$ cat config.mk
export PLATFORM = sky130hd
export DESIGN_NAME = power_button_sequencer
export DESIGN_NICKNAME = d
export VERILOG_FILES = /design/src/rtl/core/pbs_pkg.sv /design/src/rtl/core/pbs_regs.sv /design/src/rtl/core/pbs_datapath.sv /design/src/rtl/core/pbs_ctrl.sv /design/src/rtl/core/power_button_sequencer.sv
export SDC_FILE = /design/constraint.sdc
export NUM_CORES = 1
export LEC_CHECK = 0
export ABC_AREA = 1
export BUFFER_PORTS_ARGS = -buffer_cell sky130_fd_sc_hd__buf_2
export CAP_MARGIN = 20
export CORE_MARGIN = 4
export CORE_UTILIZATION = 45
export DETAILED_ROUTE_END_ITERATION = 6
export PLACE_DENSITY = 0.73
export SKIP_LAST_GASP = 1
export SLEW_MARGIN = 20
export SYNTH_ARGS = -nofsm -noshare
export SYNTH_HDL_FRONTEND = slang
export SYNTH_SLANG_ARGS = --single-unit
$ cat constraint.sdc
create_clock -name clk -period 5.5 [get_ports clk]
set_input_delay 1.1 -clock clk [delete_from_list [all_inputs] [get_ports clk]]
set_output_delay 1.1 -clock clk [all_outputs]
set_load 0.05 [all_outputs]
$ cat src/rtl/core/pbs_pkg.sv
// Shared types, constants and helper functions of the power button sequencer.
`default_nettype none

package pbs_pkg;

  localparam int unsigned AddrWidth = 5;
  localparam int unsigned DataWidth = 32;
  localparam int unsigned MvWidth   = 16;
  localparam int unsigned MsWidth   = 16;
  localparam int unsigned TickWidth = 10;
  localparam int unsigned PctWidth  = 7;
  localparam int unsigned PatWidth  = 4;
  // Quotient never exceeds 100, so seven quotient bits cover it.
  localparam int unsigned NumWidth  = MvWidth + PctWidth;
  localparam int unsigned BitIdxWidth = 3;

  localparam logic [MsWidth-1:0]   MS_SAT      = '1;
  localparam logic [PctWidth-1:0]  PCT_FULL    = 7'd100;
  localparam logic [BitIdxWidth-1:0] DIV_TOP_BIT = 3'd6;

  // Register indexes, taken from paddr[4:2].
  localparam logic [2:0] REG_IDLE_TIMEOUT = 3'd0;
  localparam logic [2:0] REG_LONG_PRESS   = 3'd1;
  localparam logic [2:0] REG_TICK         = 3'd2;
  localparam logic [2:0] REG_EMPTY        = 3'd3;
  localparam logic [2:0] REG_FULL         = 3'd4;

  localparam logic [MsWidth-1:0]   RST_IDLE_TIMEOUT = 16'd3000;
  localparam logic [MsWidth-1:0]   RST_LONG_PRESS   = 16'd1000;
  localparam logic [TickWidth-1:0] RST_TICK         = 10'd100;
  localparam logic [MvWidth-1:0]   RST_EMPTY        = 16'd18000;
  localparam logic [MvWidth-1:0]   RST_FULL         = 16'd25200;

  // LED pattern codes.
  localparam logic [PatWidth-1:0] PAT_STARTUP  = 4'd0;
  localparam logic [PatWidth-1:0] PAT_CONFIRM  = 4'd1;
  localparam logic [PatWidth-1:0] PAT_SHUTDOWN = 4'd2;
  localparam logic [PatWidth-1:0] PAT_LEVEL_7  = 4'd3;
  localparam logic [PatWidth-1:0] PAT_LEVEL_6  = 4'd4;
  localparam logic [PatWidth-1:0] PAT_LEVEL_5  = 4'd5;
  localparam logic [PatWidth-1:0] PAT_LEVEL_4  = 4'd6;
  localparam logic [PatWidth-1:0] PAT_LEVEL_3  = 4'd7;
  localparam logic [PatWidth-1:0] PAT_LEVEL_2  = 4'd8;
  localparam logic [PatWidth-1:0] PAT_LEVEL_1  = 4'd9;
  localparam logic [PatWidth-1:0] PAT_LEVEL_0  = 4'd10;
  localparam logic [PatWidth-1:0] PAT_DARK     = 4'd11;

  typedef struct packed {
    logic [MsWidth-1:0]   idle_timeout_ms;
    logic [MsWidth-1:0]   long_press_ms;
    logic [TickWidth-1:0] tick_ms;
    logic [MvWidth-1:0]   empty_mv;
    logic [MvWidth-1:0]   full_mv;
  } cfg_t;

  typedef enum logic [1:0] {
    IDLE_ADV,
    IDLE_CLR,
    IDLE_SAT
  } idle_op_t;

  typedef enum logic [2:0] {
    PSEL_KEEP,
    PSEL_STARTUP,
    PSEL_CONFIRM,
    PSEL_SHUTDOWN,
    PSEL_LEVEL,
    PSEL_DARK
  } pat_op_t;

  typedef struct packed {
    logic     capture;
    logic     div_start;
    logic     div_step;
    logic     commit;
    idle_op_t idle_op;
    logic     press_clr;
    pat_op_t  pat_op;
    logic     power_on;
    logic     asleep;
  } cmd_t;

  typedef struct packed {
    logic pressed;
    logic idle_passed;
    logic press_passed;
    logic div_last;
    logic out_busy;
  } status_t;

  // Eight charge bands, fullest first.
  function automatic logic [PatWidth-1:0] level_pattern(input logic [PctWidth-1:0] pct);
    logic [PatWidth-1:0] pat;
    if (pct > 7'd87)      pat = PAT_LEVEL_7;
    else if (pct > 7'd75) pat = PAT_LEVEL_6;
    else if (pct > 7'd62) pat = PAT_LEVEL_5;
    else if (pct > 7'd50) pat = PAT_LEVEL_4;
    else if (pct > 7'd37) pat = PAT_LEVEL_3;
    else if (pct > 7'd25) pat = PAT_LEVEL_2;
    else if (pct > 7'd12) pat = PAT_LEVEL_1;
    else                  pat = PAT_LEVEL_0;
    return pat;
  endfunction

  // Add a tick to an elapsed counter, holding at full scale.
  function automatic logic [MsWidth-1:0] sat_add(input logic [MsWidth-1:0] a,
                                                 input logic [TickWidth-1:0] b);
    logic [MsWidth:0] s;
    s = {1'b0, a} + {{(MsWidth+1-TickWidth){1'b0}}, b};
    return s[MsWidth] ? MS_SAT : s[MsWidth-1:0];
  endfunction

  // A saturated counter is past any limit.
  function automatic logic passed(input logic [MsWidth-1:0] elapsed,
                                  input logic [MsWidth-1:0] limit);
    return (elapsed == MS_SAT) || (elapsed > limit);
  endfunction

endpackage

`default_nettype wire

$ cat src/rtl/core/pbs_regs.sv
// APB-style configuration register file of the power button sequencer.
`default_nettype none

module pbs_regs
  import pbs_pkg::*;
(
  input  wire logic                 clk,
  input  wire logic                 rst_n,
  input  wire logic                 psel,
  input  wire logic                 penable,
  input  wire logic                 pwrite,
  input  wire logic [AddrWidth-1:0] paddr,
  input  wire logic [DataWidth-1:0] pwdata,
  output logic      [DataWidth-1:0] prdata,
  output logic                      pready,
  output cfg_t                      cfg
);

  cfg_t       cfg_r;
  cfg_t       cfg_nxt;
  logic [2:0] reg_idx;
  logic       wr_en;

  assign reg_idx = paddr[AddrWidth-1:2];
  assign wr_en   = psel & penable & pwrite;
  assign pready  = 1'b1;
  assign cfg     = cfg_r;

  always_comb begin
    cfg_nxt = cfg_r;
    if (wr_en) begin
      unique case (reg_idx)
        REG_IDLE_TIMEOUT: cfg_nxt.idle_timeout_ms = pwdata[MsWidth-1:0];
        REG_LONG_PRESS:   cfg_nxt.long_press_ms   = pwdata[MsWidth-1:0];
        REG_TICK:         cfg_nxt.tick_ms         = pwdata[TickWidth-1:0];
        REG_EMPTY:        cfg_nxt.empty_mv        = pwdata[MvWidth-1:0];
        REG_FULL:         cfg_nxt.full_mv         = pwdata[MvWidth-1:0];
        default: begin
        end
      endcase
    end
  end

  always_comb begin
    unique case (reg_idx)
      REG_IDLE_TIMEOUT: prdata = {{(DataWidth-MsWidth){1'b0}}, cfg_r.idle_timeout_ms};
      REG_LONG_PRESS:   prdata = {{(DataWidth-MsWidth){1'b0}}, cfg_r.long_press_ms};
      REG_TICK:         prdata = {{(DataWidth-TickWidth){1'b0}}, cfg_r.tick_ms};
      REG_EMPTY:        prdata = {{(DataWidth-MvWidth){1'b0}}, cfg_r.empty_mv};
      REG_FULL:         prdata = {{(DataWidth-MvWidth){1'b0}}, cfg_r.full_mv};
      default:          prdata = '0;
    endcase
  end

  always_ff @(posedge clk) begin
    if (!rst_n) begin
      cfg_r.idle_timeout_ms <= RST_IDLE_TIMEOUT;
      cfg_r.long_press_ms   <= RST_LONG_PRESS;
      cfg_r.tick_ms         <= RST_TICK;
      cfg_r.empty_mv        <= RST_EMPTY;
      cfg_r.full_mv         <= RST_FULL;
    end else begin
      cfg_r <= cfg_nxt;
    end
  end

endmodule

`default_nettype wire

$ cat src/rtl/core/pbs_datapath.sv
// Datapath: input capture, percentage divider, elapsed counters, pattern and result register.
`default_nettype none

module pbs_datapath
  import pbs_pkg::*;
(
  input  wire logic               clk,
  input  wire logic               rst_n,
  input  wire cfg_t               cfg,
  input  wire cmd_t               cmd,
  output status_t                 status,
  input  wire logic               in_button_pressed,
  input  wire logic [MvWidth-1:0] in_voltage_mv,
  output logic                    out_valid,
  input  wire logic               out_stall,
  output logic                    out_power_enable,
  output logic [PatWidth-1:0]     out_pattern_code,
  output logic [PctWidth-1:0]     out_battery_percent,
  output logic                    out_asleep
);

  logic                   pressed_r;
  logic [MvWidth-1:0]     mv_r;
  logic [MvWidth-1:0]     span_r;
  logic [NumWidth-1:0]    rem_r, rem_nxt;
  logic [PctWidth-1:0]    quo_r, quo_nxt;
  logic [BitIdxWidth-1:0] bit_r, bit_nxt;
  logic                   div_en_r, div_en_nxt;
  logic [MsWidth-1:0]     idle_r, idle_nxt;
  logic [MsWidth-1:0]     press_r, press_nxt;
  logic [PatWidth-1:0]    pattern_r, pattern_nxt;
  logic                   out_valid_r, out_valid_nxt;
  logic                   out_power_r;
  logic [PatWidth-1:0]    out_pattern_r;
  logic [PctWidth-1:0]    out_pct_r;
  logic                   out_asleep_r;

  logic [MsWidth-1:0]     idle_adv;
  logic [MsWidth-1:0]     press_adv;
  logic                   below, above, zero_span;
  logic [MvWidth-1:0]     span;
  logic [MvWidth-1:0]     diff;
  logic [NumWidth-1:0]    numer;
  logic [NumWidth-1:0]    divisor;

  assign idle_adv  = sat_add(idle_r, cfg.tick_ms);
  assign press_adv = sat_add(press_r, cfg.tick_ms);

  assign below     = mv_r < cfg.empty_mv;
  assign above     = mv_r > cfg.full_mv;
  assign span      = cfg.full_mv - cfg.empty_mv;
  assign zero_span = (span == '0);
  assign diff      = mv_r - cfg.empty_mv;
  // diff * 100 as 64 + 32 + 4.
  assign numer = {1'b0, diff, 6'b0} + {2'b0, diff, 5'b0} + {5'b0, diff, 2'b0};
  assign divisor = {{(NumWidth-MvWidth){1'b0}}, span_r} << bit_r;

  assign status.pressed      = pressed_r;
  assign status.idle_passed  = passed(idle_adv, cfg.idle_timeout_ms);
  assign status.press_passed = passed(press_adv, cfg.long_press_ms);
  assign status.div_last     = (bit_r == '0);
  assign status.out_busy     = out_valid_r & out_stall;

  // Restoring divider: one quotient bit per step, top bit first.
  always_comb begin
    rem_nxt    = rem_r;
    quo_nxt    = quo_r;
    bit_nxt    = bit_r;
    div_en_nxt = div_en_r;
    if (cmd.div_start) begin
      rem_nxt    = numer;
      bit_nxt    = DIV_TOP_BIT;
      div_en_nxt = !(below || above || zero_span);
      quo_nxt    = below ? '0 : ((above || zero_span) ? PCT_FULL : '0);
    end else if (cmd.div_step) begin
      if (div_en_r && (rem_r >= divisor)) begin
        rem_nxt        = rem_r - divisor;
        quo_nxt[bit_r] = 1'b1;
      end
      if (bit_r != '0) begin
        bit_nxt = bit_r - 1'b1;
      end
    end
  end

  always_comb begin
    idle_nxt    = idle_r;
    press_nxt   = press_r;
    pattern_nxt = pattern_r;
    if (cmd.commit) begin
      case (cmd.idle_op)
        IDLE_CLR: idle_nxt = '0;
        IDLE_SAT: idle_nxt = MS_SAT;
        default:  idle_nxt = idle_adv;
      endcase
      press_nxt = cmd.press_clr ? '0 : press_adv;
      case (cmd.pat_op)
        PSEL_STARTUP:  pattern_nxt = PAT_STARTUP;
        PSEL_CONFIRM:  pattern_nxt = PAT_CONFIRM;
        PSEL_SHUTDOWN: pattern_nxt = PAT_SHUTDOWN;
        PSEL_LEVEL:    pattern_nxt = level_pattern(quo_r);
        PSEL_DARK:     pattern_nxt = PAT_DARK;
        default:       pattern_nxt = pattern_r;
      endcase
    end
  end

  always_comb begin
    out_valid_nxt = out_valid_r & out_stall;
    if (cmd.commit) begin
      out_valid_nxt = 1'b1;
    end
  end

  always_ff @(posedge clk) begin
    if (!rst_n) begin
      idle_r      <= '0;
      press_r     <= '0;
      pattern_r   <= PAT_DARK;
      out_valid_r <= 1'b0;
    end else begin
      idle_r      <= idle_nxt;
      press_r     <= press_nxt;
      pattern_r   <= pattern_nxt;
      out_valid_r <= out_valid_nxt;
    end
  end

  always_ff @(posedge clk) begin
    if (cmd.capture) begin
      pressed_r <= in_button_pressed;
      mv_r      <= in_voltage_mv;
    end
    if (cmd.div_start) begin
      span_r <= span;
    end
    rem_r    <= rem_nxt;
    quo_r    <= quo_nxt;
    bit_r    <= bit_nxt;
    div_en_r <= div_en_nxt;
    if (cmd.commit) begin
      out_power_r   <= cmd.power_on;
      out_pattern_r <= pattern_nxt;
      out_pct_r     <= quo_r;
      out_asleep_r  <= cmd.asleep;
    end
  end

  assign out_valid           = out_valid_r;
  assign out_power_enable    = out_power_r;
  assign out_pattern_code    = out_pattern_r;
  assign out_battery_percent = out_pct_r;
  assign out_asleep          = out_asleep_r;

endmodule

`default_nettype wire

$ cat src/rtl/core/pbs_ctrl.sv
// Controller: item sequencing and the power phase state machine.
`default_nettype none

module pbs_ctrl
  import pbs_pkg::*;
(
  input  wire logic    clk,
  input  wire logic    rst_n,
  input  wire logic    in_valid,
  output logic         in_stall,
  input  wire status_t status,
  output cmd_t         cmd
);

  typedef enum logic [3:0] {
    SEQ_IDLE = 4'b0001,
    SEQ_MUL  = 4'b0010,
    SEQ_DIV  = 4'b0100,
    SEQ_DONE = 4'b1000
  } seq_t;

  typedef enum logic [6:0] {
    PH_WAKE_WAIT    = 7'b0000001,
    PH_OFF_IDLE     = 7'b0000010,
    PH_ON_WAIT      = 7'b0000100,
    PH_RUN          = 7'b0001000,
    PH_CONFIRM_WAIT = 7'b0010000,
    PH_OFF_WAIT     = 7'b0100000,
    PH_SLEEP        = 7'b1000000
  } phase_t;

  seq_t     seq_r, seq_nxt;
  phase_t   phase_r, phase_nxt;
  logic     press_started_r, press_started_nxt;
  logic     power_on_r, power_on_nxt;
  logic     commit;
  idle_op_t idle_op;
  logic     press_clr;
  pat_op_t  pat_op;

  assign in_stall = (seq_r != SEQ_IDLE);
  assign commit   = (seq_r == SEQ_DONE) && !status.out_busy;

  always_comb begin
    seq_nxt = seq_r;
    unique case (seq_r)
      SEQ_IDLE: if (in_valid) seq_nxt = SEQ_MUL;
      SEQ_MUL:  seq_nxt = SEQ_DIV;
      SEQ_DIV:  if (status.div_last) seq_nxt = SEQ_DONE;
      SEQ_DONE: if (!status.out_busy) seq_nxt = SEQ_IDLE;
      default:  seq_nxt = SEQ_IDLE;
    endcase
  end

  // One poll tick of the power logic, evaluated on the advanced counters.
  always_comb begin
    phase_nxt         = phase_r;
    press_started_nxt = press_started_r;
    power_on_nxt      = power_on_r;
    idle_op           = IDLE_ADV;
    press_clr         = 1'b0;
    pat_op            = PSEL_KEEP;
    unique case (phase_r)
      PH_WAKE_WAIT: begin
        // On release the idle counter restarts, so the timeout cannot fire.
        if (!status.pressed) begin
          idle_op           = IDLE_CLR;
          phase_nxt         = PH_OFF_IDLE;
          pat_op            = PSEL_LEVEL;
          press_started_nxt = 1'b0;
        end
      end
      PH_OFF_IDLE: begin
        if (status.idle_passed) begin
          phase_nxt = PH_SLEEP;
          pat_op    = PSEL_DARK;
        end else if (status.pressed) begin
          idle_op = IDLE_CLR;
          if (!press_started_r) begin
            pat_op            = PSEL_STARTUP;
            press_clr         = 1'b1;
            press_started_nxt = 1'b1;
          end else if (status.press_passed) begin
            phase_nxt = PH_ON_WAIT;
          end
        end else begin
          pat_op            = PSEL_LEVEL;
          press_started_nxt = 1'b0;
        end
      end
      PH_ON_WAIT: begin
        // The idle counter is forced to expired, so the level shows at once.
        if (!status.pressed) begin
          power_on_nxt      = 1'b1;
          idle_op           = IDLE_SAT;
          press_started_nxt = 1'b0;
          phase_nxt         = PH_RUN;
          pat_op            = PSEL_LEVEL;
        end
      end
      PH_RUN: begin
        if (status.pressed) begin
          idle_op = IDLE_CLR;
          if (status.idle_passed) begin
            pat_op    = PSEL_CONFIRM;
            phase_nxt = PH_CONFIRM_WAIT;
          end else if (!press_started_r) begin
            pat_op            = PSEL_SHUTDOWN;
            press_clr         = 1'b1;
            press_started_nxt = 1'b1;
          end else if (status.press_passed) begin
            phase_nxt = PH_OFF_WAIT;
          end
        end else begin
          pat_op            = status.idle_passed ? PSEL_LEVEL : PSEL_CONFIRM;
          press_started_nxt = 1'b0;
        end
      end
      PH_CONFIRM_WAIT: begin
        if (!status.pressed) begin
          phase_nxt         = PH_RUN;
          pat_op            = status.idle_passed ? PSEL_LEVEL : PSEL_CONFIRM;
          press_started_nxt = 1'b0;
        end
      end
      PH_OFF_WAIT: begin
        if (!status.pressed) begin
          power_on_nxt = 1'b0;
          phase_nxt    = PH_SLEEP;
          pat_op       = PSEL_DARK;
        end
      end
      PH_SLEEP: begin
        if (status.pressed) begin
          phase_nxt = PH_WAKE_WAIT;
        end else begin
          pat_op = PSEL_DARK;
        end
      end
      default: begin
        phase_nxt = PH_SLEEP;
        pat_op    = PSEL_DARK;
      end
    endcase
  end

  always_comb begin
    cmd.capture   = (seq_r == SEQ_IDLE) && in_valid;
    cmd.div_start = (seq_r == SEQ_MUL);
    cmd.div_step  = (seq_r == SEQ_DIV);
    cmd.commit    = commit;
    cmd.idle_op   = idle_op;
    cmd.press_clr = press_clr;
    cmd.pat_op    = pat_op;
    cmd.power_on  = power_on_nxt;
    cmd.asleep    = (phase_nxt == PH_SLEEP);
  end

  always_ff @(posedge clk) begin
    if (!rst_n) begin
      seq_r           <= SEQ_IDLE;
      phase_r         <= PH_WAKE_WAIT;
      press_started_r <= 1'b0;
      power_on_r      <= 1'b0;
    end else begin
      seq_r <= seq_nxt;
      if (commit) begin
        phase_r         <= phase_nxt;
        press_started_r <= press_started_nxt;
        power_on_r      <= power_on_nxt;
      end
    end
  end

endmodule

`default_nettype wire

$ cat src/rtl/core/power_button_sequencer.sv
// Power button sequencer top level: register file, controller and datapath.
//
// Each input beat is one poll tick; each tick yields exactly one result beat.
// An accepted tick is handled in order: capture of the beat, scaling of the
// voltage offset by 100, the restoring divider that forms the seven bits of
// the battery percentage, and an update of the power phase, counters and
// LED pattern that also loads the result register. in_stall is high from the
// cycle after acceptance until that update, so a new tick is not taken until
// the last is through; a result held by out_stall delays the update until the
// result register frees. Registers lie at byte addresses 0, 4, 8, 12 and 16 in
// the order idle timeout, long press, tick length, empty and full voltage.
`default_nettype none

module power_button_sequencer
  import pbs_pkg::*;
(
  input  wire logic                 clk,
  input  wire logic                 rst_n,
  input  wire logic                 in_valid,
  output logic                      in_stall,
  input  wire logic                 in_button_pressed,
  input  wire logic [MvWidth-1:0]   in_voltage_mv,
  output logic                      out_valid,
  input  wire logic                 out_stall,
  output logic                      out_power_enable,
  output logic [PatWidth-1:0]       out_pattern_code,
  output logic [PctWidth-1:0]       out_battery_percent,
  output logic                      out_asleep,
  input  wire logic                 psel,
  input  wire logic                 penable,
  input  wire logic                 pwrite,
  input  wire logic [AddrWidth-1:0] paddr,
  input  wire logic [DataWidth-1:0] pwdata,
  output logic      [DataWidth-1:0] prdata,
  output logic                      pready
);

  cfg_t    cfg;
  cmd_t    cmd;
  status_t status;

  pbs_regs u_regs (
    .clk     (clk),
    .rst_n   (rst_n),
    .psel    (psel),
    .penable (penable),
    .pwrite  (pwrite),
    .paddr   (paddr),
    .pwdata  (pwdata),
    .prdata  (prdata),
    .pready  (pready),
    .cfg     (cfg)
  );

  pbs_ctrl u_ctrl (
    .clk      (clk),
    .rst_n    (rst_n),
    .in_valid (in_valid),
    .in_stall (in_stall),
    .status   (status),
    .cmd      (cmd)
  );

  pbs_datapath u_datapath (
    .clk                 (clk),
    .rst_n               (rst_n),
    .cfg                 (cfg),
    .cmd                 (cmd),
    .status              (status),
    .in_button_pressed   (in_button_pressed),
    .in_voltage_mv       (in_voltage_mv),
    .out_valid           (out_valid),
    .out_stall           (out_stall),
    .out_power_enable    (out_power_enable),
    .out_pattern_code    (out_pattern_code),
    .out_battery_percent (out_battery_percent),
    .out_asleep          (out_asleep)
  );

endmodule

`default_nettype wire

======== After elaboration in Yosys (flattened, before gate mapping) ========
Index checks and enable logic that the tools add are counted.
W data, S select, Z words.
storage, ports and cells
  register bits ........................... 204
  word-level logic and storage cells ...... 187
  input bits .............................. 61
operators by class
  reductions and logical operators ........ 31
  shift-type cells ........................ 1
  add/sub/neg operators ................... 8
  muxes and demuxes ....................... 73
  eq/ne operators ......................... 32
  order comparisons ....................... 14
  bitwise logic cells ..................... 4
operators by type and width
  cell                    number
  $mux W7                 17
  $pmux W16 S5            1
  $mux W23                3
  $gt A16 B16 Y1          3
  $mux W16                3
  $pmux W7 S6             1
  $mux W4                 10
  $add A16 B10 Y17        2
  $eq A16 B16 Y1 const B  2
  $pmux W16 S2            1
  $sub A16 B16 Y16        2
  $mux W3                 8
  $add A22 B21 Y23        1
  $add A23 B18 Y23        1
  $ge A23 B23 Y1          1
  $shl A16 B3 Y23         1
  $sub A23 B23 Y23        1
  $gt A7 B6 Y1 const B    3
  $pmux W4 S5             1
  $mux W1                 17
  $logic_not A16 Y1       1
  $lt A16 B16 Y1          1
  $pmux W4 S4             1
  $pmux W3 S5             1
  44 further kinds        80

======== Logic depth before layout (Yosys ltp) ========
Gate-level depths: netlist of the first run.
  word-level depth ........................ 10
  mapped depth ............................ 28

======== Hierarchy ========
From an unflattened synthesis of the first run, not the netlist that was laid out.
unflattened totals
  cells, all modules ...................... 2504
  area total of the unflattened synthesis .. 16928.7 um^2
modules (own cells, without submodules)
  module        area an instance (um^2)  cells each  seq. area each (um^2)  times used
  pbs_datapath  11990.2                  1725        3113.0                 1
  pbs_regs      3822.4                   596         1481.4                 1
  pbs_ctrl      1116.1                   183         260.2                  1

======== Worst setup path after synthesis of the first run ========
Ideal clock, no wire load.
  path kind ............................... register to register
  start point ............................. reg u_datapath.bit_r[0]
  end point ............................... reg u_datapath.quo_r[0], enable pin
  period minus slack after synthesis ...... 5.604 ns
  arrival ................................. 5.145 ns
  setup time .............................. 0.459 ns
  path slack .............................. -0.104 ns
  cell stages (with the launch flop) ...... 23
  data required time ...................... 5.041 ns
  cell sequence ........................... dfxtp_1 -> clkbuf_1 -> clkbuf_1 -> nand2_1 -> nand2_1 -> nand2_1 -> o21ai_0 -> nand2_1 -> ha_1 -> nand2_1 -> o21ai_1 -> a21oi_1 -> o21ai_0 -> a21boi_0 -> inv_1 -> nand2_1 -> nand2_1 -> a21oi_1 -> o21ai_1 -> nand4_1 -> nand2_1 -> nand2_1 -> o21ai_0
on the way
  word-level cells in the longest chain between the ends .. 5
RTL lines
  element                       line                 text
  from (decl)                   pbs_datapath.sv:27   logic [BitIdxWidth-1:0] bit_r, bit_nxt;
  from (signal assigned)        pbs_datapath.sv:139  bit_r <= bit_nxt;
  $shl A16 B3 Y23               pbs_datapath.sv:56   assign divisor = {{(NumWidth-MvWidth){1'b0}}, span_r} << bit_r;
  $ge A23 B23 Y1                pbs_datapath.sv:76   if (div_en_r && (rem_r >= divisor)) begin
  $logic_and A1 B1 Y1           pbs_datapath.sv:76
  $reduce_bool A2 Y1 (no line)  --
  $reduce_and A2 Y1 (no line)   --
  to (signal assigned)          pbs_datapath.sv:138  quo_r <= quo_nxt;
  to (decl)                     pbs_datapath.sv:26   logic [PctWidth-1:0] quo_r, quo_nxt;
No other way between the ends.
A chain may end at the register's enable or synchronous reset.

======== Worst setup path after layout of the first run ========
  start point ............................. reg u_regs.cfg_r, in the netlist u_regs.cfg[18]
  end point ............................... reg u_datapath.rem_r[20], data pin
on the way
  word-level cells in the longest chain between the ends .. 4
RTL lines
  element                     line                 text
  from (decl)                 pbs_regs.sv:19       cfg_t cfg_r;
  from (signal assigned)      pbs_regs.sv:63       cfg_r <= cfg_nxt;
  $sub A16 B16 Y16 (*)        pbs_datapath.sv:53   assign diff = mv_r - cfg.empty_mv;
  $add A22 B21 Y23            pbs_datapath.sv:55   assign numer = {1'b0, diff, 6'b0} + {2'b0, diff, 5'b0} + {5'b0, diff, 2'b0};
  $add A23 B18 Y23 (*)        pbs_datapath.sv:55
  $mux W23 (*)                pbs_datapath.sv:70   if (cmd.div_start) begin
  net u_datapath.rem_nxt[20]  pbs_datapath.sv:25   logic [NumWidth-1:0] rem_r, rem_nxt;
  to (signal assigned)        pbs_datapath.sv:137  rem_r <= rem_nxt;
  to (decl)                   pbs_datapath.sv:25
Mark *: on every way through the listed nets, which the timed path passes. The rest lies on a longest branch.

==> out/metrics.cfg, run 1 <==
[outcome]
status = finished, final reports clean

[timing]
hold_violations = 0
rsz0062_at_grt = false
tns_ps = 0
skew_ps = 19.1
fmax_mhz = 199
worst_slew_pin_slew_ps = 1070
period_share_pct = 91.4
finalMaxSlewViolations = 0
maxSlewHeadroom_pct = 28.5
setup_viol = 0
fin_crit_ps = 5030

[setup_path]
crit_path_end_kind = register
reg2reg_depth = 24
cp.required_ps = 5750
critPathMaxFanout = 5
slowest_delay_ps = 490
crit_arrival_ps = 5280
worstPathCellList = inv_1 > ha_1 > a21o_1 > a31oi_1 > o21ai_0 > nand2_1 > nand2_1 > a21oi_1 > nand3b_1 > nand2_1 > a21boi_1 > o21ai_0 > xor2_1 > fa_1 > ha_1 > nand2_1 > nor3_1 > nand3_1 > o2111ai_1 > nand2_1 > a21oi_1 > a21oi_1 > o21ai_0 > o21ai_0
ff2ff_setup_slack_ps = 470
crit_type = reg -> reg
rr_startpoint = u_regs.cfg[18]
path_delay_family = compound AO/OA/AOI/OAI gates
cp_common_cell = nand2_1
path_buf_inv = 1
rr_endpoint = u_datapath.rem_r[20]
critPathSlowestCell = fa_1
cp-start-kind = register

[power]
ir_worst_vdd_uv = 248
powerDensity_mw_per_mm2 = 364
power_mw = 6.08
clkPwrFrac_pct = 26.0
seqPwrFrac_pct = 29.6
cellInternalPower_mw = 3.59
switching_share_pct = 40.9
switching_power_mw = 2.48
power.leakage_nw = 7.72
p_comb_share_pct = 44.5

[logic_synthesis]
synth_area_mm2 = 0.0152
synth.top_cells.by_count = nand2_1, inv_1, a21oi_1
synth_top_area_cell = dfxtp_1
syn_avg_cell_area_um2 = 7.30
synthDistinctLibCells = 57
synth_edf_count = 77
synth_area_leaders = dfxtp_1, edfxtp_1, ha_1, nand2_1, inv_1
synth_seq_cells = 204
synth_warnings = 0
yosysMostFrequentCell = nand2_1
synth_seq_area_share_pct = 32.0
synth_flop_cell = dfxtp_1
yosysTopAreaCellShare_pct = 16.8
syn_inst = 2079
async_flop_share_pct = 0

[routing]
drt_iter0_drc = 1095
drt-total-wl_mm = 41.4
vias = 14200
drt-wirelength-per-cell_um = 16.0
vias_per_cell = 5.48
postRouteAntennaNets = 0
dr.pass1.iters = 6
drc_errors = 0

[hold_path]
whs_path_depth = 0
worstHoldStart = u_datapath.quo_r[0]
hold_path.class = reg -> reg
hold_end = u_datapath.out_battery_percent[0]

[finish]
diodes = 0
fin_nets = 2354
utilization_pct = 50.7
drive_above_1_share_pct = 7.68
num-fill-cells = 3208
area_growth_pct = 9.96

[floorplan]
ios = 109
row_count = 66
die_area_mm2 = 0.0367
die_height_um = 192
coreArea_mm2 = 0.0329
initial_core_util_pct = 46.2
die_w_um = 192

[global_route]
grt_pass1_wl_mm = 66.9
gr-max-usage-layer = met2
use_met1_pct = 31.5
grt_max_degree = 81
grt.met2_usage_pct = 35.3
antenna_found_initial = 0
grt_pass1_vias = 13100
grt_overflow = 0
met3_usage_pct = 3.22
grtUsageTotal_pct = 22.2

[clocking]
cts_buffer_depth = 3
clk_latency_ps = 540
cts_made_buffers = 25
cts_root_buf = clkbuf_16
htree_levels = 1
cts_tree = yes
clk_pin_slew_worst_paths_ps = 50
clock-sinks = 204

[place]
place.port_buffers = 73
dp_hpwl_mm = 31.7
routabilityCongestion = 0.979

[job]
cap_violations = 0

==> cells by family (layout without fill, tap and decap cells) <==
group / Yosys count / after routing / share of synthesized area (%)
adders and majority gates: 163 / 163 / 14.3
muxes: 6 / 6 / 0.396
xor gates and xnor gates: 50 / 50 / 2.89
and+or+nand+nor: 769 / 769 / 21.9
AOI/OAI and AO/OA: 520 / 520 / 18.9
other: 2 / 17 / 0.0495
buffers and inverters: 365 / 420 / 9.54
DFF: 204 / 204 / 32.0
==> area by class of cell <==
class,instances,area [µm²],area share [%]
Clock buffer,39,739,4.43
Clock inverter,7,41.3,0.248
Inverter,289,1080,6.50
Multi-Input combinational cell,1525,8950,53.7
Sequential cell,204,4850,29.1
Tap cell,442,553,3.32
Timing Repair Buffer,85,455,2.73
==> cells in the final DEF, fill, tap and decap left out, types with 5 or more instances in the layout <==
| cell type | n |
|---|---|
| nand2_1 | 447 |
| inv_1 | 283 |
| a21oi_1 | 211 |
| o21ai_0 | 193 |
| ha_1 | 145 |
| nor2_1 | 127 |
| dfxtp_1 | 127 |
| nand3_1 | 98 |
| edfxtp_1 | 77 |
| buf_2 | 73 |
| xor2_1 | 26 |
| clkbuf_16 | 26 |
| xnor2_1 | 24 |
| nand4_1 | 24 |
| o22ai_1 | 21 |
| fa_1 | 18 |
| a221oi_1 | 17 |
| conb_1 | 17 |
| o211ai_1 | 15 |
| nor3_1 | 14 |
| a31oi_1 | 13 |
| buf_4 | 12 |
| nor4_1 | 11 |
| or2_2 | 9 |
| clkbuf_1 | 9 |
| a21o_1 | 8 |
| o21bai_1 | 7 |
| nand3b_1 | 6 |
| mux2i_1 | 6 |
| o21ai_1 | 6 |
| o2111ai_1 | 5 |
| a21boi_0 | 5 |
| nor2_2 | 5 |
| nand3_2 | 5 |
| clkinv_2 | 5 |
==> power by group through the flow <==
stage	Combinational, mW	Sequential [mW]	Clock [mW]
floorplan	2.06	1.78	0
global placement	2.56	1.82	0
detailed placement	2.63	1.83	0
CTS	2.65	1.79	1.60
global route	3.05	1.81	1.67
finish	2.70	1.80	1.58
==> per-stage QoR <==
step           instance area [µm²]  cells  setup slack [ps]  hold slack [ps]
2_1_floorplan                15200   2094               707              424
3_3_place_gp                 15900   2544               611              435
3_5_place_dp                 15900   2544               461              432
4_1_cts                      16700   2590               426              445
5_1_grt                      16700   2591              17.8              455
6_report                     16700   2591               473              443
==> per-layer routing <==
layer  routed length [µm]  vias up
met5                    0        -
met3                 2900       86
met1                19000     6531
met4                 1230        0
li1                     -     7094
met2                18200      479
==> flip-flops by register name, indices dropped and copies added (netlist names), 16 cells and up <==
name / flops
u_regs.cfg: 74
u_datapath.rem_r: 23
u_datapath.idle_r: 16
u_datapath.mv_r: 16
u_datapath.press_r: 16
u_datapath.span_r: 16
==> repair_timing <==
item	in CTS	in global routing
setup endpoints to repair	0	1
hold buffers	0	0
hold endpoints to repair	0	0
resized for setup	0	2
setup buffers	0	1
==> worst max path at each step <==
stage                            to                 from  slack, ps  cells after the start
2_1_floorplan   u_datapath.quo_r[0]  u_datapath.bit_r[0]        710                     22
3_3_place_gp   u_datapath.rem_r[20]   u_datapath.mv_r[2]        610                     23
3_5_place_dp   u_datapath.rem_r[20]       u_regs.cfg[18]        460                     24
4_1_cts        u_datapath.rem_r[20]       u_regs.cfg[18]        430                     24
5_1_grt        u_datapath.rem_r[20]       u_regs.cfg[17]         20                     24
6_report       u_datapath.rem_r[20]       u_regs.cfg[18]        470                     24
Note: power is estimated with default switching activity, not from simulation.
==> run 2: changes to the inputs <==
- PLACE_DENSITY: 0.73 -> 0.72
- SYNTH_HIERARCHICAL: not set -> 1
==> run 2 against run 1 <==
Effect of this change:
- routed wire length rose by 9.2%
- cell count rose by 18%
- flip-flop and latch count did not move
- area after synthesis rose by 12%
- synthesized cell count rose by 20%
- clock-buffer cell count fell by 8
- core utilization fell by 0.77 points
- die area rose by 11%
- combinational power fell by 6%
- worst setup slack improved by 200 ps
- first-iteration DRC count rose by 13%
- clock skew rose by 3.6 ps
==> out/metrics.cfg, run 2 <==
[finish]
diodes = 0  ; unchanged
fin_nets = 2770  ; was 2354
final_cell_mix = nand2_1, inv_1, nor2_1, nand3_1, ha_1  ; was nand2_1, inv_1, a21oi_1, o21ai_0, ha_1
utilization_pct = 50.0  ; was 50.7%
largest_reg_flops = 74  ; unchanged
final_common_cell = nand2_1  ; unchanged
num-fill-cells = 3666  ; was 3208
drive_above_1_share_pct = 9.00  ; was 7.68%
area_growth_pct = 8.86  ; was 9.96%

[floorplan]
die_w_um = 202  ; was 192 µm
coreArea_mm2 = 0.0369  ; was 0.0329 mm²
initial_core_util_pct = 45.9  ; was 46.2%
ios = 109  ; unchanged
row_count = 70  ; was 66
die_height_um = 202  ; was 192 µm
die_area_mm2 = 0.0408  ; was 0.0367 mm²

[global_route]
grt_overflow = 0  ; unchanged
grt_max_degree = 83  ; was 81
grt_pass1_vias = 14600  ; was 13100
gr-max-usage-layer = met2  ; unchanged
met3_usage_pct = 2.76  ; was 3.22%
grtUsageTotal_pct = 21.4  ; was 22.2%
use_met1_pct = 31.2  ; was 31.5%
grt_pass1_wl_mm = 73.9  ; was 66.9 mm
antenna_found_initial = 0  ; unchanged
grt.met2_usage_pct = 33.9  ; was 35.3%

[timing]
skew_ps = 22.7  ; was 19.1 ps
fin_crit_ps = 4830  ; was 5030 ps
worst_slew_pin_slew_ps = 897  ; was 1070 ps
finalMaxSlewViolations = 0  ; unchanged
fmax_mhz = 207  ; was 199 MHz
rsz0062_at_grt = false  ; unchanged
maxSlewHeadroom_pct = 40.1  ; was 28.5%
setup_viol = 0  ; unchanged
hold_violations = 0  ; unchanged
tns_ps = 0  ; unchanged
period_share_pct = 87.8  ; was 91.4%

[power]
power.leakage_nw = 9.13  ; was 7.72 nW
cellInternalPower_mw = 3.58  ; was 3.59 mW
powerDensity_mw_per_mm2 = 325  ; was 364 mW/mm²
p_comb_share_pct = 42.4  ; was 44.5%
ir_worst_vdd_uv = 207  ; was 248 µV
switching_share_pct = 40.2  ; was 40.9%
clkPwrFrac_pct = 28.5  ; was 26.0%
seqPwrFrac_pct = 29.1  ; was 29.6%
switching_power_mw = 2.41  ; was 2.48 mW

[setup_path]
cp_common_cell = nand2_1  ; unchanged
path_delay_family = simple AND/OR/NAND/NOR gates  ; was compound AO/OA/AOI/OAI gates
path_buf_inv = 3  ; was 1
crit_arrival_ps = 5110  ; was 5280 ps
rr_endpoint = u_datapath/out_pattern_code[2]  ; was u_datapath.rem_r[20]
slowest_delay_ps = 440  ; was 490 ps
crit_path_end_kind = register  ; unchanged
cp.required_ps = 5780  ; was 5750 ps
cp-start-kind = register  ; unchanged
critPathMaxFanout = 15  ; was 5
crit_type = reg -> reg  ; unchanged
ff2ff_setup_slack_ps = 670  ; was 470 ps
rr_startpoint = u_regs/cfg[32]  ; was u_regs.cfg[18]
critPathSlowestCell = fa_1  ; unchanged
reg2reg_depth = 28  ; was 24

[place]
dp_hpwl_mm = 35.1  ; was 31.7 mm
routabilityCongestion = 0.941  ; was 0.979
place.port_buffers = 73  ; unchanged

[clocking]
cts_root_buf = clkbuf_16  ; unchanged
cts_buffer_depth = 3  ; unchanged
cts_tree = yes  ; unchanged
clk_pin_slew_worst_paths_ps = 60  ; was 50 ps
hold_buffers = 0  ; unchanged
cts_made_buffers = 26  ; was 25
clock-sinks = 204  ; unchanged
clk_latency_ps = 550  ; was 540 ps
cts_resized = 0  ; unchanged
cts_setup_buffers = 0  ; unchanged
htree_levels = 1  ; unchanged

[logic_synthesis]
synthXorXnorAreaFrac_pct = 2.92  ; was 2.89%
synthDistinctLibCells = 61  ; was 57
synth_seq_area_share_pct = 28.7  ; was 32.0%
synth_edf_count = 77  ; unchanged
async_flop_share_pct = 0  ; unchanged
synth-compound-area-share_pct = 11.2  ; was 18.9%
synth_seq_cells = 204  ; unchanged
yosysMostFrequentCell = nand2_1  ; unchanged
synth_area_mm2 = 0.0169  ; was 0.0152 mm²
synth_fa_ha_area_share_pct = 12.5  ; was 14.3%
synth.top_cells.by_count = nand2_1, inv_1, nor2_1  ; was nand2_1, inv_1, a21oi_1
yosysTopAreaCellShare_pct = 16.3  ; was 16.8%
muxShareOfSynthArea_pct = 0.177  ; was 0.396%
synth_top_area_cell = nand2_1  ; was dfxtp_1
syn_avg_cell_area_um2 = 6.76  ; was 7.30 µm²
synth_area_leaders = nand2_1, dfxtp_1, edfxtp_1, ha_1, inv_1  ; was dfxtp_1, edfxtp_1, ha_1, nand2_1, inv_1
synth_flop_cell = dfxtp_1  ; unchanged
synth_top_family_by_area = simple AND/OR/NAND/NOR gates  ; unchanged
synth_warnings = 6  ; was 0
syn_inst = 2504  ; was 2079
yosys.area_share.simple_pct = 33.9  ; was 21.9%

[routing]
drt-total-wl_mm = 45.2  ; was 41.4 mm
dr.pass1.iters = 6  ; unchanged
vias_per_cell = 5.26  ; was 5.48
vias = 16200  ; was 14200
drt-wirelength-per-cell_um = 14.7  ; was 16.0 µm
postRouteAntennaNets = 0  ; unchanged
drc_errors = 0  ; unchanged
drt_iter0_drc = 1233  ; was 1095

[hold_path]
hold_end = u_datapath/pattern_r[1]  ; was u_datapath.out_battery_percent[0]
hold_path.class = reg -> reg  ; unchanged
worstHoldStart = u_datapath/pattern_r[1]  ; was u_datapath.quo_r[0]
whs_path_depth = 2  ; was 0

[job]
cap_violations = 0  ; unchanged

[outcome]
status = finished, final reports clean  ; unchanged

==> run 2: cell types whose count changed after synthesis, sizes merged, moves of 17 or more <==
cell,delta
a21oi,-65
a221oi,-17
buf,+27
clkbuf,-20
inv,+52
nand2,+300
nand3,+112
nor2,+128
o21ai,-80
==> run 2: cell type report <==
| type | instances | area, µm² | share of cell area, % |
|---|---|---|---|
| Multi-Input combinational cell | 1889 | 10400 | 56.2 |
| Clock inverter | 17 | 151 | 0.822 |
| Sequential cell | 204 | 4850 | 26.3 |
| Tap cell | 504 | 631 | 3.42 |
| Clock buffer | 31 | 711 | 3.86 |
| Inverter | 343 | 1290 | 7.00 |
| Timing Repair Buffer | 82 | 433 | 2.35 |
==> run 2: worst min-delay path: cells and delay by family (launching register included) <==
family / cells / cell delay (ps)
simple gates: 2 / 130
flops: 1 / 310
==> run 2: power groups by stage <==
stage	registers, mW	clock network (mW)	logic, mW
6_report	1.74	1.71	2.54
5_1_grt	1.75	1.81	2.87
4_1_cts	1.74	1.75	2.49
3_5_place_dp	1.77	0	2.48
3_3_place_gp	1.77	0	2.42
2_1_floorplan	1.73	0	1.98
==> run 2: logic make-up after synthesis <==
| kind of cell | after synthesis |
|---|---|
| buffers and inverters | 426 |
| other | 2 |
| and+or+nand+nor | 1319 |
| xor gates and xnor gates | 50 |
| muxes | 3 |
| DFF | 204 |
| adders and majority gates | 163 |
| AOI/OAI and AO/OA | 337 |
==> run 2: how the worst max path moves through the flow <==
stage,startpoint,end,slack (ps),cells after the start
after floorplan,u_regs/cfg[32],u_datapath/idle_r[10],1050,27
after global placement,u_regs/cfg[32],u_datapath/out_pattern_code[2],870,28
after detailed placement,u_regs/cfg[32],u_datapath/out_pattern_code[2],710,28
after CTS,u_regs/cfg[32],u_datapath/out_pattern_code[2],680,28
after global routing,u_regs/cfg[32],u_datapath/out_pattern_code[2],190,28
final,u_regs/cfg[32],u_datapath/out_pattern_code[2],670,28
==> run 2: through the flow <==
stage	hold WS (ps)	power (mW)	std cells	setup slack, ps	instance area [µm²]
floorplan	437	3.71	2519	1050	17000
global placement	450	4.19	3022	866	17600
detailed placement	459	4.25	3022	707	17600
CTS	476	5.99	3070	676	18400
global route	492	6.43	3070	193	18400
finish	470	5.99	3070	669	18400
==> run 2: layer usage <==
layer  wire, µm  vias up
met2      20000      520
met1      21200     7373
met3       2980       70
met5          0        -
li1           -     8193
met4        972        0
==> run 3: changes to the inputs <==
- PLACE_DENSITY: 0.72 -> 0.7
- clock period: 5.5 -> 5.3 ns (I/O delays scaled with it)
==> run 3 against run 2 <==
Effect of this change:
- clock skew grew 12 ps
- cell count about the same
- fmax is 3.7% higher
- clock power grew 5%
- largest power group unchanged
- highest routed layer unchanged
==> out/metrics.cfg, run 3 (same netlist as run 2, synthesis figures left out) <==
[routing]
vias_per_cell = 5.25  ; was 5.26
drt_iter0_drc = 1281  ; was 1233
drc_errors = 0  ; unchanged
postRouteAntennaNets = 0  ; unchanged
drt-wirelength-per-cell_um = 14.8  ; was 14.7 µm
vias = 16100  ; was 16200
drt-total-wl_mm = 45.4  ; was 45.2 mm
dr.pass1.iters = 5  ; was 6

[setup_path]
rr_endpoint = u_datapath/out_pattern_code[3]  ; was u_datapath/out_pattern_code[2]
cp_common_cell = nand2_1  ; unchanged
crit_arrival_ps = 4940  ; was 5110 ps
critPathMaxFanout = 15  ; unchanged
crit_type = reg -> reg  ; unchanged
rr_startpoint = u_regs/cfg[32]  ; unchanged
ff2ff_setup_slack_ps = 640  ; was 670 ps
critPathSlowestCell = fa_1  ; unchanged
slowest_delay_ps = 450  ; was 440 ps
cp.required_ps = 5570  ; was 5780 ps
reg2reg_depth = 26  ; was 28
crit_path_end_kind = register  ; unchanged
cp-start-kind = register  ; unchanged

[place]
dp_hpwl_mm = 35.2  ; was 35.1 mm
routabilityCongestion = 0.930  ; was 0.941
place.port_buffers = 73  ; unchanged

[clocking]
cts_buffer_depth = 3  ; unchanged
clk_pin_slew_worst_paths_ps = 60  ; about the same
cts_tree = yes  ; unchanged
htree_levels = 1  ; unchanged
cts_root_buf = clkbuf_16  ; unchanged
cts_made_buffers = 26  ; unchanged
cts_resized = 0  ; unchanged
cts_setup_buffers = 0  ; unchanged
hold_buffers = 0  ; unchanged
clk_latency_ps = 560  ; was 550 ps
clock-sinks = 204  ; unchanged

[hold_path]
worstHoldStart = u_datapath/pattern_r[1]  ; unchanged
hold_end = u_datapath/pattern_r[1]  ; unchanged
hold_path.class = reg -> reg  ; unchanged
whs_path_depth = 2  ; unchanged

[finish]
multiInputGateArea_mm2 = 0.0104  ; about the same
area_growth_pct = 8.99  ; was 8.86%
fin_nets = 2771  ; was 2770
final_common_cell = nand2_1  ; unchanged
largest_reg_flops = 74  ; unchanged
final_cell_mix = nand2_1, inv_1, nor2_1, nand3_1, ha_1  ; unchanged
diodes = 0  ; unchanged
ff_latch_area_mm2 = 0.00485  ; unchanged
utilization_pct = 50.0  ; about the same
num-fill-cells = 3698  ; was 3666
drive_above_1_share_pct = 8.92  ; was 9.00%

[floorplan]
row_count = 70  ; unchanged
die_area_mm2 = 0.0408  ; unchanged
die_height_um = 202  ; unchanged
initial_core_util_pct = 45.9  ; unchanged
die_w_um = 202  ; unchanged
coreArea_mm2 = 0.0369  ; unchanged
ios = 109  ; unchanged

[global_route]
grt_pass1_wl_mm = 74.3  ; was 73.9 mm
grt_pass1_vias = 14800  ; was 14600
grt_overflow = 0  ; unchanged
grtUsageTotal_pct = 21.5  ; was 21.4%
grt_max_degree = 53  ; was 83
antenna_found_initial = 1  ; was 0

[timing]
fin_crit_ps = 4660  ; was 4830 ps
rsz0062_at_grt = false  ; unchanged
finalMaxSlewViolations = 0  ; unchanged
hold_violations = 0  ; unchanged
maxSlewHeadroom_pct = 37.4  ; was 40.1%
period_share_pct = 87.9  ; was 87.8%
skew_ps = 35.1  ; was 22.7 ps
setup_viol = 0  ; unchanged
tns_ps = 0  ; unchanged
whs_ps = 472  ; was 470 ps
worst_slew_pin_slew_ps = 938  ; was 897 ps
fmax_mhz = 215  ; was 207 MHz

[power]
clkPwrFrac_pct = 28.8  ; was 28.5%
switching_power_mw = 2.50  ; was 2.41 mW
switching_share_pct = 40.0  ; was 40.2%
p_comb_share_pct = 42.3  ; was 42.4%
power.leakage_nw = 9.15  ; was 9.13 nW
ir_worst_vdd_uv = 244  ; was 207 µV
powerDensity_mw_per_mm2 = 339  ; was 325 mW/mm²
cellInternalPower_mw = 3.75  ; was 3.58 mW
seqPwrFrac_pct = 28.9  ; was 29.1%

[outcome]
status = finished, final reports clean  ; unchanged

[job]
cap_violations = 0  ; unchanged

run 3: changes by cell type in the layout (fill, tap and decap cells not counted):
| cell | delta |
|---|---|
| buf_4 | +1 |
| clkinvlp_4 | -3 |
| clkinv_2 | -4 |
| clkbuf_1 | +2 |
| clkbuf_8 | +2 |
| a2111oi_1 | +1 |
| inv_4 | +1 |
| clkinv_8 | +1 |
| nor2_4 | -1 |
| nor2_2 | +1 |
| a2111oi_0 | -1 |
| clkinv_1 | +1 |
run 3: worst max-delay path, delay by kind of cell (launching register included):
| kind | cells | cell delay [ps] |
|---|---|---|
| AOI/OAI and AO/OA | 5 | 880 |
| xor gates and xnor gates | 1 | 200 |
| adders and majority gates | 3 | 1030 |
| buffers and inverters | 2 | 200 |
| DFF | 1 | 350 |
| and+or+nand+nor | 15 | 1690 |
run 3: worst max-delay path by stage:
stage                              start                             end  slack, ps
after floorplan           u_regs/cfg[32]           u_datapath/idle_r[10]        850
after CTS                 u_regs/cfg[32]  u_datapath/out_pattern_code[3]        620
after detailed placement  u_regs/cfg[32]  u_datapath/out_pattern_code[3]        670
final                     u_regs/cfg[32]  u_datapath/out_pattern_code[3]        640
after global routing      u_regs/cfg[32]  u_datapath/out_pattern_code[1]         70
after global placement    u_regs/cfg[32]            u_datapath/idle_r[0]        710
run 3: stage by stage:
step | total power, mW | setup slack (ps) | area, µm² | std cells
after floorplan | 3.85 | 851 | 17000 | 2519
after global placement | 4.36 | 710 | 17600 | 3023
after detailed placement | 4.42 | 671 | 17600 | 3023
after CTS | 6.25 | 619 | 18500 | 3071
after global routing | 6.69 | 68.0 | 18500 | 3071
final | 6.25 | 639 | 18500 | 3071
run 3: area by class of cell:
cell class / instances / share of cell area [%]
multi-input cells: 1889 / 56.1
flip-flops and latches: 204 / 26.3
inverters: 343 / 6.99
clock buffers: 35 / 4.04
well taps: 504 / 3.42
repair buffers: 83 / 2.39
clock inverters: 13 / 0.732
run 3: routing by layer:
metal  share of wire [%]  track usage (%)  wire length, µm  vias to the layer above
met1                  47             30.8            21300                     7353
li1                    -                -                -                     8200
met3                 6.0             2.41             2720                       63
met5                   0                0                0                        -
met2                  45             34.8            20300                      498
met4                 2.4             5.25             1090                        0
run 3: power by group through the flow:
stage | sequential (mW) | clock, mW | combinational, mW
6_report | 1.81 | 1.80 | 2.64
5_1_grt | 1.82 | 1.91 | 2.97
4_1_cts | 1.81 | 1.84 | 2.60
3_5_place_dp | 1.84 | 0 | 2.58
3_3_place_gp | 1.84 | 0 | 2.52
2_1_floorplan | 1.80 | 0 | 2.05
